===== config.mk =====
export PLATFORM = sky130hd
export DESIGN_NAME = neighbor_table_replay_check
export DESIGN_NICKNAME = d
export VERILOG_FILES = /design/src/rtl/ntrc_pkg.sv /design/src/rtl/ntrc_ctrl.sv /design/src/rtl/ntrc_datapath.sv /design/src/rtl/neighbor_table_replay_check.sv
export VERILOG_INCLUDE_DIRS = /design/src /design/src/rtl
export SDC_FILE = /design/constraint.sdc
export NUM_CORES = 2
export LEC_CHECK = 0
export BUFFER_PORTS_ARGS = -buffer_cell sky130_fd_sc_hd__buf_2
export CORE_MARGIN = 2
export CORE_UTILIZATION = 40
export CTS_BUF_LIST = sky130_fd_sc_hd__clkbuf_2 sky130_fd_sc_hd__clkbuf_4 sky130_fd_sc_hd__clkbuf_8
export DETAILED_ROUTE_END_ITERATION = 12
export PLACE_DENSITY_LB_ADDON = 0.2
export SYNTH_ARGS = -nofsm -noshare
export SYNTH_HDL_FRONTEND = slang
export SYNTH_HIERARCHICAL = 1
export SYNTH_SLANG_ARGS = --single-unit

===== constraint.sdc =====
create_clock -name clk -period 33.2 [get_ports clk]
set_input_delay 1.66 -clock clk [delete_from_list [all_inputs] [get_ports clk]]
set_output_delay 1.66 -clock clk [all_outputs]
set_load 0.01 [all_outputs]

===== src/rtl/neighbor_table_replay_check_assert.svh =====
// Assertion macros shared by the neighbor table modules.
`ifndef NEIGHBOR_TABLE_REPLAY_CHECK_ASSERT_SVH
`define NEIGHBOR_TABLE_REPLAY_CHECK_ASSERT_SVH

// Same-cycle implication, checked on every clock edge outside reset.
`define NTRC_ASSERT_IMPL(label, ante, cons, msg) \
  label: assert property (@(posedge clk) disable iff (!rst_n) (ante) |-> (cons)) \
    else $error(msg);

// Next-cycle implication, checked on every clock edge outside reset.
`define NTRC_ASSERT_NEXT(label, ante, cons, msg) \
  label: assert property (@(posedge clk) disable iff (!rst_n) (ante) |=> (cons)) \
    else $error(msg);

`endif


===== src/rtl/ntrc_pkg.sv =====
// Package with the types, constants and helpers of the neighbor table.
`timescale 1ns / 1ps

package ntrc_pkg;

  // Table geometry.
  localparam int DEPTH = 16;
  localparam int CNT_W = $clog2(DEPTH + 1);
  localparam int IDX_W = (DEPTH > 1) ? $clog2(DEPTH) : 1;

  // Field widths.
  localparam int ID_W   = 48;
  localparam int SEQ_W  = 16;
  localparam int TIME_W = 32;
  localparam int OCNT_W = 5;

  // Request codes.
  localparam logic [1:0] REQ_CHECK  = 2'd0;
  localparam logic [1:0] REQ_UPDATE = 2'd1;
  localparam logic [1:0] REQ_EXPIRE = 2'd2;

  // Outcome codes.
  localparam logic [1:0] OUT_NONE    = 2'd0;
  localparam logic [1:0] OUT_UPDATED = 2'd1;
  localparam logic [1:0] OUT_ADDED   = 2'd2;
  localparam logic [1:0] OUT_DROPPED = 2'd3;

  // Sequence wrap window and timeout after reset.
  localparam logic [SEQ_W-1:0]  SEQ_WRAP_HIGH = 16'd60000;
  localparam logic [SEQ_W-1:0]  SEQ_WRAP_LOW  = 16'd5000;
  localparam logic [TIME_W-1:0] TIMEOUT_RST   = 32'd3000;

  // One stored neighbor.
  typedef struct packed {
    logic [ID_W-1:0]   node_id;
    logic [SEQ_W-1:0]  prev_seq;
    logic              seq_valid;
    logic [TIME_W-1:0] last_seen;
  } entry_t;

  // Commands from the controller to the datapath.
  typedef struct packed {
    logic load;
    logic issue;
    logic hit_act;
    logic miss_act;
    logic sweep_step;
    logic sweep_done;
  } ntrc_cmd_t;

  // Status from the datapath to the controller.
  typedef struct packed {
    logic more;
    logic cmp_valid;
    logic hit;
  } ntrc_sts_t;

  // A sequence is fresh if none is stored, it is newer, or it wrapped around.
  function automatic logic seq_fresh(input logic [SEQ_W-1:0] stored_seq,
                                     input logic seq_valid,
                                     input logic [SEQ_W-1:0] seq);
    return !seq_valid || (seq > stored_seq) ||
           ((stored_seq > SEQ_WRAP_HIGH) && (seq < SEQ_WRAP_LOW));
  endfunction

  // Reports a count on the five-bit result ports, keeping the low bits.
  function automatic logic [OCNT_W-1:0] cnt_to_out(input logic [CNT_W-1:0] cnt);
    logic [CNT_W+OCNT_W-1:0] ext;
    ext = {{OCNT_W{1'b0}}, cnt};
    return ext[OCNT_W-1:0];
  endfunction

endpackage


===== src/rtl/ntrc_ctrl.sv =====
// Controller state machine that sequences searches and expire sweeps.
`timescale 1ns / 1ps
`include "neighbor_table_replay_check_assert.svh"

module ntrc_ctrl
  import ntrc_pkg::*;
(
  input  logic       clk,
  input  logic       rst_n,
  input  logic       start,
  input  logic [1:0] in_req_type,
  input  ntrc_sts_t  sts,
  output ntrc_cmd_t  cmd,
  output logic       busy
);

  typedef enum logic [2:0] {
    ST_IDLE   = 3'b001,
    ST_SEARCH = 3'b010,
    ST_SWEEP  = 3'b100
  } state_t;

  state_t state_r;
  state_t state_nxt;
  logic   fin;

  // Next state and commands.
  always_comb begin
    state_nxt = state_r;
    cmd       = '0;
    unique case (state_r)
      ST_IDLE: begin
        if (start) begin
          cmd.load  = 1'b1;
          state_nxt = (in_req_type == REQ_EXPIRE) ? ST_SWEEP : ST_SEARCH;
        end
      end
      ST_SEARCH: begin
        // The first match ends the search; running out of entries is a miss.
        if (sts.hit) begin
          cmd.hit_act = 1'b1;
          state_nxt   = ST_IDLE;
        end else if (sts.more) begin
          cmd.issue = 1'b1;
        end else begin
          cmd.miss_act = 1'b1;
          state_nxt    = ST_IDLE;
        end
      end
      ST_SWEEP: begin
        // Each fetched entry is kept or dropped in the cycle after its read.
        cmd.sweep_step = sts.cmp_valid;
        if (sts.more) begin
          cmd.issue = 1'b1;
        end else if (!sts.cmp_valid) begin
          cmd.sweep_done = 1'b1;
          state_nxt      = ST_IDLE;
        end
      end
      default: begin
        state_nxt = ST_IDLE;
      end
    endcase
  end

  // State register.
  always_ff @(posedge clk) begin
    if (!rst_n) begin
      state_r <= ST_IDLE;
    end else begin
      state_r <= state_nxt;
    end
  end

  assign busy = (state_r != ST_IDLE);
  assign fin  = cmd.hit_act | cmd.miss_act | cmd.sweep_done;

  `NTRC_ASSERT_NEXT(a_fin_to_idle, fin, state_r == ST_IDLE, "controller did not return to idle")
  `NTRC_ASSERT_NEXT(a_load_busy, cmd.load, busy, "accepted request did not raise busy")

endmodule


===== src/rtl/ntrc_datapath.sv =====
// Datapath with the entry memory, request registers, counters and result registers.
`timescale 1ns / 1ps
`include "neighbor_table_replay_check_assert.svh"

module ntrc_datapath
  import ntrc_pkg::*;
(
  input  logic              clk,
  input  logic              rst_n,
  input  ntrc_cmd_t         cmd,
  output ntrc_sts_t         sts,
  input  logic              cfg_wr_en,
  input  logic [TIME_W-1:0] cfg_wr_data,
  input  logic [1:0]        in_req_type,
  input  logic [ID_W-1:0]   in_node_id,
  input  logic [SEQ_W-1:0]  in_seq_num,
  input  logic [TIME_W-1:0] in_now_ms,
  output logic              out_strobe,
  output logic              out_seq_ok,
  output logic [1:0]        out_outcome,
  output logic [OCNT_W-1:0] out_entry_count,
  output logic [OCNT_W-1:0] out_removed_count
);

  // Entry memory.
  entry_t mem [DEPTH];

  logic              mem_we;
  logic [IDX_W-1:0]  mem_waddr;
  entry_t            mem_wdata;

  // Control registers.
  logic [TIME_W-1:0] timeout_r, timeout_nxt;
  logic [CNT_W-1:0]  count_r, count_nxt;
  logic              cmp_valid_r, cmp_valid_nxt;
  logic              strobe_r, strobe_nxt;

  // Request and work registers.
  logic [1:0]        req_type_r, req_type_nxt;
  logic [ID_W-1:0]   id_r, id_nxt;
  logic [SEQ_W-1:0]  seq_r, seq_nxt;
  logic [TIME_W-1:0] now_r, now_nxt;
  logic [CNT_W-1:0]  rd_cnt_r, rd_cnt_nxt;
  logic [CNT_W-1:0]  wr_cnt_r, wr_cnt_nxt;
  logic [CNT_W-1:0]  removed_r, removed_nxt;
  logic [IDX_W-1:0]  cmp_idx_r, cmp_idx_nxt;
  entry_t            rd_data_r;

  // Result registers.
  logic              seq_ok_r, seq_ok_nxt;
  logic [1:0]        outcome_r, outcome_nxt;
  logic [OCNT_W-1:0] ecount_r, ecount_nxt;
  logic [OCNT_W-1:0] rcount_r, rcount_nxt;

  logic [TIME_W-1:0] age;
  logic              keep;
  logic              full;

  // Status toward the controller.
  assign sts.more      = (rd_cnt_r < count_r);
  assign sts.cmp_valid = cmp_valid_r;
  assign sts.hit       = cmp_valid_r && (rd_data_r.node_id == id_r);

  // Modular age of the fetched entry against the timeout.
  assign age  = now_r - rd_data_r.last_seen;
  assign keep = (age < timeout_r);
  assign full = (count_r == CNT_W'(DEPTH));

  // Next-state logic for all registers and the memory write port.
  always_comb begin
    timeout_nxt   = timeout_r;
    count_nxt     = count_r;
    cmp_valid_nxt = cmd.issue;
    strobe_nxt    = 1'b0;
    req_type_nxt  = req_type_r;
    id_nxt        = id_r;
    seq_nxt       = seq_r;
    now_nxt       = now_r;
    rd_cnt_nxt    = rd_cnt_r;
    wr_cnt_nxt    = wr_cnt_r;
    removed_nxt   = removed_r;
    cmp_idx_nxt   = cmp_idx_r;
    seq_ok_nxt    = seq_ok_r;
    outcome_nxt   = outcome_r;
    ecount_nxt    = ecount_r;
    rcount_nxt    = rcount_r;
    mem_we        = 1'b0;
    mem_waddr     = cmp_idx_r;
    mem_wdata     = rd_data_r;

    if (cfg_wr_en) begin
      timeout_nxt = cfg_wr_data;
    end

    // Capture a new request.
    if (cmd.load) begin
      req_type_nxt = in_req_type;
      id_nxt       = in_node_id;
      seq_nxt      = in_seq_num;
      now_nxt      = in_now_ms;
      rd_cnt_nxt   = '0;
      wr_cnt_nxt   = '0;
      removed_nxt  = '0;
    end

    // Fetch the next entry in table order.
    if (cmd.issue) begin
      rd_cnt_nxt  = rd_cnt_r + 1'b1;
      cmp_idx_nxt = rd_cnt_r[IDX_W-1:0];
    end

    // Expire sweep: survivors move down to the write pointer.
    if (cmd.sweep_step) begin
      if (keep) begin
        mem_we     = 1'b1;
        mem_waddr  = wr_cnt_r[IDX_W-1:0];
        mem_wdata  = rd_data_r;
        wr_cnt_nxt = wr_cnt_r + 1'b1;
      end else begin
        removed_nxt = removed_r + 1'b1;
      end
    end

    // Default result fields for a finishing request.
    if (cmd.hit_act || cmd.miss_act || cmd.sweep_done) begin
      strobe_nxt  = 1'b1;
      seq_ok_nxt  = 1'b0;
      outcome_nxt = OUT_NONE;
      ecount_nxt  = cnt_to_out(count_r);
      rcount_nxt  = '0;
    end

    // Matching entry: judge the sequence or refresh the entry.
    if (cmd.hit_act) begin
      if (req_type_r == REQ_CHECK) begin
        seq_ok_nxt = seq_fresh(rd_data_r.prev_seq, rd_data_r.seq_valid, seq_r);
      end else if (req_type_r == REQ_UPDATE) begin
        mem_we              = 1'b1;
        mem_waddr           = cmp_idx_r;
        mem_wdata.node_id   = id_r;
        mem_wdata.prev_seq  = seq_r;
        mem_wdata.seq_valid = 1'b1;
        mem_wdata.last_seen = now_r;
        outcome_nxt         = OUT_UPDATED;
      end
    end

    // Unknown node: accept a check, append or drop an update.
    if (cmd.miss_act) begin
      if (req_type_r == REQ_CHECK) begin
        seq_ok_nxt = 1'b1;
      end else if (req_type_r == REQ_UPDATE) begin
        if (full) begin
          outcome_nxt = OUT_DROPPED;
        end else begin
          mem_we              = 1'b1;
          mem_waddr           = count_r[IDX_W-1:0];
          mem_wdata.node_id   = id_r;
          mem_wdata.prev_seq  = seq_r;
          mem_wdata.seq_valid = 1'b1;
          mem_wdata.last_seen = now_r;
          count_nxt           = count_r + 1'b1;
          outcome_nxt         = OUT_ADDED;
          ecount_nxt          = cnt_to_out(count_nxt);
        end
      end
    end

    // End of a sweep: the survivors form the new table.
    if (cmd.sweep_done) begin
      count_nxt  = wr_cnt_r;
      ecount_nxt = cnt_to_out(wr_cnt_r);
      rcount_nxt = cnt_to_out(removed_r);
    end
  end

  // Memory write and registered read.
  always_ff @(posedge clk) begin
    if (mem_we) begin
      mem[mem_waddr] <= mem_wdata;
    end
    if (cmd.issue) begin
      rd_data_r <= mem[rd_cnt_r[IDX_W-1:0]];
    end
  end

  // Control registers.
  always_ff @(posedge clk) begin
    if (!rst_n) begin
      timeout_r   <= TIMEOUT_RST;
      count_r     <= '0;
      cmp_valid_r <= 1'b0;
      strobe_r    <= 1'b0;
    end else begin
      timeout_r   <= timeout_nxt;
      count_r     <= count_nxt;
      cmp_valid_r <= cmp_valid_nxt;
      strobe_r    <= strobe_nxt;
    end
  end

  // Request, work and result registers.
  always_ff @(posedge clk) begin
    req_type_r <= req_type_nxt;
    id_r       <= id_nxt;
    seq_r      <= seq_nxt;
    now_r      <= now_nxt;
    rd_cnt_r   <= rd_cnt_nxt;
    wr_cnt_r   <= wr_cnt_nxt;
    removed_r  <= removed_nxt;
    cmp_idx_r  <= cmp_idx_nxt;
    seq_ok_r   <= seq_ok_nxt;
    outcome_r  <= outcome_nxt;
    ecount_r   <= ecount_nxt;
    rcount_r   <= rcount_nxt;
  end

  assign out_strobe        = strobe_r;
  assign out_seq_ok        = seq_ok_r;
  assign out_outcome       = outcome_r;
  assign out_entry_count   = ecount_r;
  assign out_removed_count = rcount_r;

  `NTRC_ASSERT_IMPL(a_count_max, 1'b1, count_r <= CNT_W'(DEPTH), "entry count above depth")
  `NTRC_ASSERT_IMPL(a_sweep_order, cmd.sweep_step, wr_cnt_r <= CNT_W'(cmp_idx_r), "sweep write ahead")
  `NTRC_ASSERT_IMPL(a_sweep_total, cmd.sweep_done, (CNT_W+1)'(wr_cnt_r) + (CNT_W+1)'(removed_r) == (CNT_W+1)'(count_r), "sweep lost entries")

endmodule


===== src/rtl/neighbor_table_replay_check.sv =====
// Top level of the neighbor table with sequence replay check.
//
//   Channel   Ports                                       Handshake
//   request   in_req_type in_node_id in_seq_num in_now_ms start high while busy low
//   result    out_seq_ok out_outcome out_entry_count ...  out_strobe, one cycle
//   config    cfg_wr_data                                 cfg_wr_en, one cycle
//
// A request is served by a linear scan of the entry memory, which reads one
// entry per cycle through its single read port; the read data and the result
// are registered. A check or update stops at the first matching entry; a
// sweep visits all entries. Reset clears the entry count and sets the
// timeout to 3000 ms; no clearing pass is needed. The result receiver cannot
// stall the block.
`timescale 1ns / 1ps

module neighbor_table_replay_check
  import ntrc_pkg::*;
(
  input  logic              clk,
  input  logic              rst_n,
  input  logic              start,
  output logic              busy,
  input  logic [1:0]        in_req_type,
  input  logic [ID_W-1:0]   in_node_id,
  input  logic [SEQ_W-1:0]  in_seq_num,
  input  logic [TIME_W-1:0] in_now_ms,
  output logic              out_strobe,
  output logic              out_seq_ok,
  output logic [1:0]        out_outcome,
  output logic [OCNT_W-1:0] out_entry_count,
  output logic [OCNT_W-1:0] out_removed_count,
  input  logic              cfg_wr_en,
  input  logic [TIME_W-1:0] cfg_wr_data
);

  ntrc_cmd_t cmd;
  ntrc_sts_t sts;

  // Sequencer.
  ntrc_ctrl u_ctrl (
    .clk         (clk),
    .rst_n       (rst_n),
    .start       (start),
    .in_req_type (in_req_type),
    .sts         (sts),
    .cmd         (cmd),
    .busy        (busy)
  );

  // Table storage and arithmetic.
  ntrc_datapath u_datapath (
    .clk               (clk),
    .rst_n             (rst_n),
    .cmd               (cmd),
    .sts               (sts),
    .cfg_wr_en         (cfg_wr_en),
    .cfg_wr_data       (cfg_wr_data),
    .in_req_type       (in_req_type),
    .in_node_id        (in_node_id),
    .in_seq_num        (in_seq_num),
    .in_now_ms         (in_now_ms),
    .out_strobe        (out_strobe),
    .out_seq_ok        (out_seq_ok),
    .out_outcome       (out_outcome),
    .out_entry_count   (out_entry_count),
    .out_removed_count (out_removed_count)
  );

endmodule

==> flow_metrics.env <==
export IMPL_outcome="finished clean"
export IMPL_timing_critical_path_arrival_ns=7.67
export IMPL_tritoncts_num_buffers=318
export IMPL_maximum_clock_rate_ghz=0.1413
export IMPL_static_leakage_power_uw=0.02619
export IMPL_finish_net_count=3968
export IMPL_hold_path_end="u_datapath/removed_r[4]"
export IMPL_critical_path_reg2reg_endpoint="u_datapath/mem[12][75]"
export IMPL_crit_path_max_fanout=92
export IMPL_buffers_added_on_ports=148
export IMPL_ff_latch_area_um2=54080
export IMPL_postLayoutCoreUtil_pct=45.84
export IMPL_syn_avg_cell_area_um2=21.45
export IMPL_synth_top_area_share_pct=73.78
export IMPL_place_gp_congestion=0.7856
export IMPL_total_via_count_in_the_routed_design=34572
export IMPL_dp_hpwl_um=80160
export IMPL_crit_type="flip-flop to flip-flop"
export IMPL_slew_violations=0
export IMPL_stdcell_area_um2=81700
export IMPL_design_power_total_uw=4823
export IMPL_die_area_um2=182600
export IMPL_yosysUniqueCellTypes=69
export IMPL_cts_tree="built"
export IMPL_power_per_cell_area_nw_per_um2=59.03
export IMPL_synth_edff_count=1761
export IMPL_num_io_pins=149
export IMPL_slew_headroom_pct=9.042
export IMPL_fp_coreArea_um2=178200
export IMPL_worst_r2r_cell_count=22
export IMPL_r2r_setup_slack_ns=26.13
export IMPL_drt_pass1_iterations=5
export IMPL_number_of_remaining_drc_errors=0
export IMPL_clockRootBuffer="clkbuf_8"
export IMPL_netlist_instances=3341
export IMPL_dpl_instance_area_um2=75800
export IMPL_period_minus_slack_ns=7.075
export IMPL_dieWidth_um=427.3
export IMPL_synthMuxAreaShare_pct=16.41
export IMPL_grt_first_pass_wirelength_um=249200
export IMPL_worst_endpoint_required_ns=33.80
export IMPL_ant_nets=0
export IMPL_cts_buffer_depth=4
export IMPL_route_detailed_vias_per_inst=5.468
export IMPL_cts_repair_resized=0
export IMPL_dieHeight_um=427.3
export IMPL_clk_pin_slew_ns=0.05
export IMPL_cp_start_kind="flip-flop"
export IMPL_clock_network_latency_to_the_later_pin_of_the_worst_skew_pair_ns=1.02
export IMPL_period_share_pct=21.31
export IMPL_placement_rows=155
export IMPL_tightest_slew_ns=1.355
export IMPL_critical_path_endpoint_type="flip-flop"
export IMPL_number_of_antenna_violations_at_the_first_check_in_global_routing=6
export IMPL_slowest_stage="nor3_2"
export IMPL_hold_path_depth=1
export IMPL_report_final_hold_viol_count=0
export IMPL_yosysSeqAreaShare_pct=75.46
export IMPL_synth_compound_gate_area_share_pct=2.114
export IMPL_synth_net_count=3563
export IMPL_cp_common_cell="o21ai_0"
export IMPL_max_vdd_ir_drop_uv=33.04
export IMPL_synth_adder_area_share_pct=1.547
export IMPL_clock_sinks=1821
export IMPL_mappedNetlistArea_um2=71670
export IMPL_synth_simple_area_share_pct=2.172
export IMPL_wirelength_um=172100
export IMPL_cts_hold_repair_buffers=0
export IMPL_critical_path_max_stage_delay_ns=0.76
export IMPL_post_synth_main_area_contributors="edfxtp_1, mux4_2, dfxtp_1"
export IMPL_drive_gt1_share_pct=32.08
export IMPL_ys_warnings_count=6
export IMPL_cts_repair_timing_setup_buffer_count=0
export IMPL_area_growth_syn_to_layout_pct=14.00
export IMPL_setup_repair_after_global_routing_missed_its_margin="no"
export IMPL_yosys_most_used_dff="edfxtp_1"
export IMPL_timing_rr_start="u_datapath/now_r[0]"
export IMPL_detail_route_iter0_violations=3018
export IMPL_h_tree_depth=5
export IMPL_ys_ff_latch=1821
export IMPL_worst_hold_startpoint="u_datapath/removed_r[4]"
export IMPL_vias_in_the_first_global_route=35686
export IMPL_combined_area_of_the_multi_input_logic_cells_um2=16790
export IMPL_total_track_usage_pct=18.91
export IMPL_synth_top_family_by_area="multiplexers"
export IMPL_yosys_area_share_xor_xnor_pct=1.014
export IMPL_overflow=0
export IMPL_pin_count_of_the_biggest_net_entering_global_routing=134
export IMPL_synth_async_reset_ratio_pct=0
export IMPL_drv_cap=0
export IMPL_wl_per_cell_um=27.21
export IMPL_placed_cells=5781
export IMPL_initial_cell_density_of_the_core_pct=40.21
export IMPL_instances_no_fill=6323
export IMPL_clock_tree_skew_after_final_layout_ns=0.06240
export IMPL_hold_path_class="flip-flop to flip-flop"
export IMPL_synth_area_leader_cell="edfxtp_1"
export IMPL_setup_viol_count_final=0
export IMPL_tns_ns=0
export IMPL_cp_cell_sequence="inv_1, ha_1, inv_1, fa_1, a21o_1, a221o_1, a31oi_4, o21ai_2, a21o_1, a311o_1, a21oi_1, xnor2_1, ha_1, o21ai_0, o21a_1, o21ai_0, a21oi_1, o2111ai_4, o21ai_0, a31oi_1, nor3_2, buf_12"
export IMPL_layout_filler_cells=14883
[stage by stage]
step	hold slack, ns	setup WS, ns
after floorplan	0.4412	18.86
after global placement	0.4622	26.28
after detailed placement	0.4666	26.18
after CTS	0.4805	26.13
after global routing	0.5244	25.73
final	0.4824	26.13
[routing by layer]
| metal | GRT usage [%] | up-vias | share of wire, % |
|---|---|---|---|
| met3 | 3.490 | 298 | 5.3 |
| met4 | 5.434 | 2 | 2.2 |
| met2 | 30.33 | 1017 | 48 |
| met5 | 0 | - | 0.0041 |
| li1 | - | 14733 | - |
| met1 | 26.49 | 18522 | 44 |
[cell families (layout without fill, tap and decap cells)]
group                    Yosys count  count (layout)
flip-flops                      1821            1821
multiplexers                     562             562
AND/OR/NAND/NOR                  309             309
AO/OA/AOI/OAI                    240             240
buffers and inverters            238             859
adder cells (fa/ha/maj)           88              88
XOR/XNOR                          83              83
other                              0               6
[where the power goes]
part,internal (uW),switching [uW]
clock network,1070,872
registers,2530,19.0
logic,160,176
[synthesized netlist by cell type, drive strengths merged (12+ instances only)]
library cell,instances
nand3,23
nor2b,33
o21ai,91
a21oi,55
inv,96
ha,87
nand2,106
nor4,24
nor3,22
o211ai,18
dfxtp,60
edfxtp,1761
a21o,21
clkbuf,92
xor2,58
nand4,12
mux2i,26
xnor2,25
buf,50
and2,22
mux2,51
nor2,34
mux4,485
[state kept, by name (all words and copies together), names as in the netlist, 2 cells and up]
register                      flops
u_datapath/removed_r              5
u_datapath/out_entry_count        5
u_datapath/out_outcome            2
u_datapath/rd_data_r             97
u_datapath/seq_r                 16
u_datapath/rd_cnt_r               5
u_datapath/count_r                5
u_datapath/wr_cnt_r               5
u_datapath/out_removed_count      5
u_datapath/req_type_r             2
u_datapath/timeout_r             32
u_datapath/id_r                  48
u_datapath/mem                 1552
u_ctrl/state_r                    3
u_datapath/now_r                 32
u_datapath/cmp_idx_r              4
[layout make-up]
class	count	area share, %
Antenna cell	6	0.01838
Tap cell	2355	3.606
Clock buffer	430	6.485
Multi-Input combinational cell	1282	20.55
Inverter	96	0.4410
Clock inverter	106	0.7213
Sequential cell	1821	66.19
Timing Repair Buffer	227	1.985
[worst max-delay path by stage]
| stage | slack [ns] | startpoint | endpoint |
|---|---|---|---|
| floorplan | 18.86 | u_datapath/now_r[0] | u_datapath/mem[0][0] |
| global placement | 26.28 | u_datapath/now_r[0] | u_datapath/mem[12][75] |
| detailed placement | 26.18 | u_datapath/now_r[0] | u_datapath/mem[12][75] |
| CTS | 26.13 | u_datapath/now_r[0] | u_datapath/mem[12][8] |
| global route | 25.73 | u_datapath/now_r[0] | u_datapath/mem[12][75] |
| finish | 26.13 | u_datapath/now_r[0] | u_datapath/mem[12][75] |
[worst max-delay path, delay by kind of cell (launching register included)]
kind | cells | cell delay [ns]
AO/OA/AOI/OAI | 14 | 3.59
adder cells (fa/ha/maj) | 3 | 0.83
buffers and inverters | 3 | 0.80
AND/OR/NAND/NOR | 1 | 0.76
flip-flops | 1 | 0.37
XOR/XNOR | 1 | 0.14
[layout by cell type, fill, tap and decap left out, types with 6 or more instances in the layout]
cell / n
a211oi_1: 7
a21o_1: 21
a21oi_1: 54
and2_1: 20
and3_1: 6
buf_12: 23
buf_2: 148
buf_4: 56
clkbuf_4: 99
clkbuf_8: 331
clkinv_1: 64
clkinv_2: 32
dfxtp_1: 60
diode_2: 6
edfxtp_1: 1761
ha_1: 87
inv_1: 96
mux2_2: 50
mux2i_1: 26
mux4_2: 485
nand2_1: 105
nand2b_1: 8
nand3_1: 23
nand4_1: 12
nor2_1: 34
nor2b_1: 33
nor3_1: 10
nor3_2: 12
nor4_1: 17
nor4_2: 7
o211ai_1: 18
o21ai_0: 79
o21ai_1: 9
o31ai_1: 6
xnor2_1: 25
xor2_1: 58
(Power assumes the default switching activity.)
